--- src/design/dws_pkg.sv ---
`default_nettype none
// ----------------------------------------------------------------------------
// dws_pkg
// Shared widths, register indexes, reset values and payload types of the
// differential drive wheel speed block.
// ----------------------------------------------------------------------------
package dws_pkg;

  // signed width of every speed and rate field
  localparam int SPEED_BITS = 16;

  // configuration register widths
  localparam int HW_BITS  = 10;
  localparam int LIM_BITS = 15;
  localparam int THR_BITS = 12;

  localparam int CFG_IDX_BITS  = 2;
  localparam int CFG_DATA_BITS = 15;

  localparam logic [CFG_IDX_BITS-1:0] REG_HALF_WHEELBASE = 2'd0;
  localparam logic [CFG_IDX_BITS-1:0] REG_SPEED_LIMIT    = 2'd1;
  localparam logic [CFG_IDX_BITS-1:0] REG_STRAIGHT_THR   = 2'd2;

  localparam logic [HW_BITS-1:0]  HALF_WHEELBASE_RST = 10'd75;
  localparam logic [LIM_BITS-1:0] SPEED_LIMIT_RST    = 15'd1000;
  localparam logic [THR_BITS-1:0] STRAIGHT_THR_RST   = 12'd87;

  // wide values carry speeds in units of 1/1000 mm/s
  localparam int SCALE      = 1000;
  localparam int SCALE_BITS = 10;

  localparam int WIDE_BITS = SPEED_BITS + 11;
  localparam int MAG_BITS  = SPEED_BITS + 10;
  localparam int NUM_BITS  = MAG_BITS + LIM_BITS;
  localparam int QUO_BITS  = LIM_BITS;
  localparam int LIMS_BITS = LIM_BITS + SCALE_BITS;

  typedef struct packed {
    logic signed [SPEED_BITS-1:0] linear_speed;
    logic signed [SPEED_BITS-1:0] angular_rate;
  } cmd_t;

  typedef struct packed {
    logic signed [SPEED_BITS-1:0] left_speed;
    logic signed [SPEED_BITS-1:0] right_speed;
    logic                         speed_limited;
  } wheel_t;

endpackage
`default_nettype wire

--- src/design/dws_div.sv ---
`default_nettype none
// ----------------------------------------------------------------------------
// dws_div
// Pipelined restoring divider, one quotient bit per stage. The caller
// guarantees that the quotient fits in QUO_BITS bits and the divisor is
// nonzero.
// ----------------------------------------------------------------------------
module dws_div (
  input  wire logic                          clk,
  input  wire logic                          run,
  input  wire logic [dws_pkg::NUM_BITS-1:0]  num,
  input  wire logic [dws_pkg::MAG_BITS-1:0]  den,
  output logic      [dws_pkg::QUO_BITS-1:0]  quo
);
  import dws_pkg::*;

  logic [NUM_BITS-1:0] rem [QUO_BITS-1];
  logic [MAG_BITS-1:0] dsr [QUO_BITS-1];
  logic [QUO_BITS-1:0] qt  [QUO_BITS];

  for (genvar j = 0; j < QUO_BITS; j++) begin : g_stage
    localparam int SH = QUO_BITS - 1 - j;
    localparam logic [QUO_BITS-1:0] QBIT = QUO_BITS'(1) << SH;

    logic [NUM_BITS-1:0] rem_in;
    logic [MAG_BITS-1:0] dsr_in;
    logic [QUO_BITS-1:0] q_in;
    logic [NUM_BITS-1:0] trial;
    logic                fits;

    if (j == 0) begin : g_first
      assign rem_in = num;
      assign dsr_in = den;
      assign q_in   = '0;
    end else begin : g_next
      assign rem_in = rem[j-1];
      assign dsr_in = dsr[j-1];
      assign q_in   = qt[j-1];
    end

    // divisor aligned to this stage's quotient bit
    assign trial = NUM_BITS'(dsr_in) << SH;
    assign fits  = rem_in >= trial;

    always_ff @(posedge clk) begin
      if (run) begin
        qt[j] <= fits ? (q_in | QBIT) : q_in;
      end
    end

    if (j < QUO_BITS - 1) begin : g_carry
      always_ff @(posedge clk) begin
        if (run) begin
          rem[j] <= fits ? rem_in - trial : rem_in;
          dsr[j] <= dsr_in;
        end
      end
    end
  end

  assign quo = qt[QUO_BITS-1];

endmodule
`default_nettype wire

--- config.mk ---
export PLATFORM = sky130hd
export DESIGN_NAME = dws_div
export DESIGN_NICKNAME = d
export VERILOG_FILES = /design/src/design/dws_pkg.sv /design/src/design/dws_div.sv
export SDC_FILE = /design/constraint.sdc
export NUM_CORES = 2
export LEC_CHECK = 0
export BUFFER_PORTS_ARGS = -buffer_cell sky130_fd_sc_hd__buf_2
export CAP_MARGIN = 15
export CORE_MARGIN = 3
export CORE_UTILIZATION = 54
export CTS_BUF_LIST = sky130_fd_sc_hd__clkbuf_8
export DETAILED_ROUTE_END_ITERATION = 6
export PLACE_DENSITY = 0.78
export RECOVER_POWER = 50
export SLEW_MARGIN = 30
export SYNTH_ARGS = -nofsm -noshare
export SYNTH_HDL_FRONTEND = slang
export SYNTH_SLANG_ARGS = --single-unit
--- constraint.sdc ---
create_clock -name clk -period 3.44 [get_ports clk]
set_input_delay 0.86 -clock clk [delete_from_list [all_inputs] [get_ports clk]]
set_output_delay 0.86 -clock clk [all_outputs]
set_load 0.05 [all_outputs]
==> impl_results.md <==
- I/O Pins: 84
- Multi-input logic area: 25700 sq um
- Initial antenna violation count: 1
- Place WS: -0.579 ns
- Power per cell area: 796 nW/um^2
- WP data required: 4.04 ns
- Htree depth: 4
- Count of cell types in the netlist: 104
- Unrepaired setup endpoints after global routing: yes
- Synth Cell Area: 59400 sq um
- Hold_buf cts: 0
- Largest net degree at the start of global routing: 99
- Tmin final: 3.48 ns
- CTS sink cnt: 1058
- Total power: 55.1 mW
- Final setup TNS: -0.0497 ns
- DRC Markers: 0
- Port Buffers: 83
- Die width: 338 microns
- Worst Path Arrival: 4.08 ns
- Final count of pins violating max slew: 50
- Worst relative slew slack: -0.166
- Fmax: 287 MHz
- Path type of the worst min-delay path: in -> reg
- Die Y: 338 microns
- CP Launch Type: flip-flop
- Total wire length: 140000 microns
- GRT Total Usage: 0.245
- Worst-path fanout max: 3
- Top cells by area, synth: edfxtp_1 (53%), ha_1 (8.2%), a21oi_1 (4.0%)
- Crit path kind: reg -> reg
- Vias in the first global route: 44100
- Share of layout cells above drive strength 1: 0.162
- Via count: 42700
- Syn Area/Cell: 11.0 sq um
- Synth warn: 0
- Register-to-register setup slack: -0.04 ns
- Final GP Congestion: 0.956
- Final net count: 6489
- Post-synth EDFFs: 1058
- Later-pin clock latency in the skew report: 0.89 ns
- Worst clock skew: 0.0435 ns
- Share of synthesized registers carrying an async set or reset: 0
- Wire per inst: 18.5 microns
- Vias per cell: 5.64
- First-pass GRT wire length: 219000 microns
- Antenna-violating nets left: 0
- Drt first pass iters: 5
- DP HPWL: 108000 microns
- Longest Clk Path Bufs: 3
- Synth Instances: 5383
- Core Box Area: 109000 sq um
- FF/Latch Area: 31800 sq um
- Post-synth top area share: 0.535
- Dominant cell type by area after synthesis: edfxtp_1
- Root buf cell: clkbuf_8
- Worst-path clk slew: 0.06 ns
- Sequential-to-total area share from yosys stat: 0.535
- Most used DFF post-synth: edfxtp_1
- Hold WS: 0.166 ns
- Yosys reg bits: 1058
- CTS buffer count: 179
- Commonest cells post-synth: edfxtp_1 (1058), inv_1 (506), a21oi_1 (477)
- Die Footprint: 114000 sq um
- Slew at the pin closest to its max-slew limit: 1.75 ns
- Final WS setup: -0.0430 ns
- Syn nets: 5856
- Most numerous cell in the Yosys netlist: edfxtp_1
- Leakage power: 28.6 nW
- Final hold vios: 0
- Failing checks: capacitance limit, slew limit, setup timing
- Critical Path Sink Type: flip-flop
- Maximum VDD drop: 0.395 mV
- Fill cells: 8640
- TritonCTS clock tree: done
- Initial Util: 0.545
- Max-Cap Viols: 1
- Initial drt markers: 2450
- Final period util: 1.01
- Row cnt: 121
- Final instance area: 69200 sq um
- Final Setup Violations: 3
- Area post-placement: 65000 sq um
- Outcome: complete, but fails checks
- Total grt overflow: 0
- Area Growth Syn to Fin: 16.4%
[cell usage in the layout, fill, tap and decap left out, types with 27 or more instances in the layout]
cell / instances
nor2b_1: 60
buf_4: 431
edfxtp_1: 1058
nand2_1: 392
and3_1: 43
clkbuf_1: 56
inv_1: 547
nor3_1: 75
o21ai_0: 284
nand3_1: 77
nand2b_1: 54
xor2_1: 165
a21oi_1: 462
a31oi_1: 32
buf_2: 55
o21bai_1: 43
o21a_1: 55
nand4_1: 84
nor2_1: 378
or3_1: 29
clkinv_1: 51
mux2_2: 52
ha_1: 386
nor4_1: 47
a21o_1: 204
xnor2_1: 228
a211oi_1: 27
clkbuf_8: 179
[worst paths after layout]
| kind | cells after the start | startpoint | to |
|---|---|---|---|
| max | 14 | rem[1][165] | rem[1][240] |
| min | 1 | num[10] | rem[0][10] |
| max reg2reg | 14 | rem[1][165] | rem[1][240] |
| min reg2reg | 0 | qt[6][7] | qt[6][22] |
[cell families after synthesis]
family	after synthesis	synth area share
and+or+nand+nor	1412	0.116
buffers and inverters	652	0.0429
DFF	1058	0.535
AOI/OAI and AO/OA	1394	0.148
adders and majority gates	404	0.0868
muxes	69	0.0134
xor gates and xnor gates	394	0.0581
[area by class of cell]
| type | count | area share |
|---|---|---|
| multi-input combinational | 3673 | 0.372 |
| timing repair buffer | 593 | 0.0641 |
| antenna | 2 | 0.0000724 |
| inverter | 511 | 0.0277 |
| tap | 1414 | 0.0256 |
| clock buffer | 179 | 0.0356 |
| sequential | 1058 | 0.459 |
| clock inverter | 145 | 0.0160 |
[what timing repair did]
item,CTS,global route
setup buffers,0,15
pin swaps,7,44
setup endpoints to repair,52,152
gates cloned,0,4
resized for setup,22,114
[flip-flops by register name, summed over array words and instances, names as in the netlist]
| signal | flops |
|---|---|
| dsr | 364 |
| qt | 120 |
| rem | 574 |
[worst max-delay path, stage by stage, from the launching register on]
cell      delay (ns)
edfxtp_1        0.38
inv_1           0.07
ha_2            0.18
inv_2           0.04
fa_2            0.33
a211oi_2        0.24
o21bai_2        0.11
o211ai_1        0.18
buf_4           0.17
a21oi_4         0.07
o31a_1          0.35
a41o_1          0.25
or4b_4          0.60
nor3_4          0.14
xor2_1          0.08
[routing by layer]
layer	share of wire	wire length, microns	global-route usage	up-vias
li1	-	-	-	21100
met4	0.082	11400	0.187	0
met3	0.029	4040	0.0318	512
met2	0.56	78000	0.492	998
met5	0	0	0	-
met1	0.33	46300	0.215	20100
[metrics by stage]
| stage | instances | utilization |
|---|---|---|
| 2_1_floorplan | 5383 | - |
| 3_3_place_gp | 7230 | 0.597 |
| 3_5_place_dp | 7230 | 0.597 |
| 4_1_cts | 7554 | 0.631 |
| 5_1_grt | 7575 | 0.635 |
| 6_report | 7575 | 0.635 |
[power by group]
part           switching [mW]  internal [mW]
registers                1.81           18.4
logic                    13.0           10.7
clock network            5.20           5.95
total                    20.0           35.1
Power figures use the tool's default switching activity.
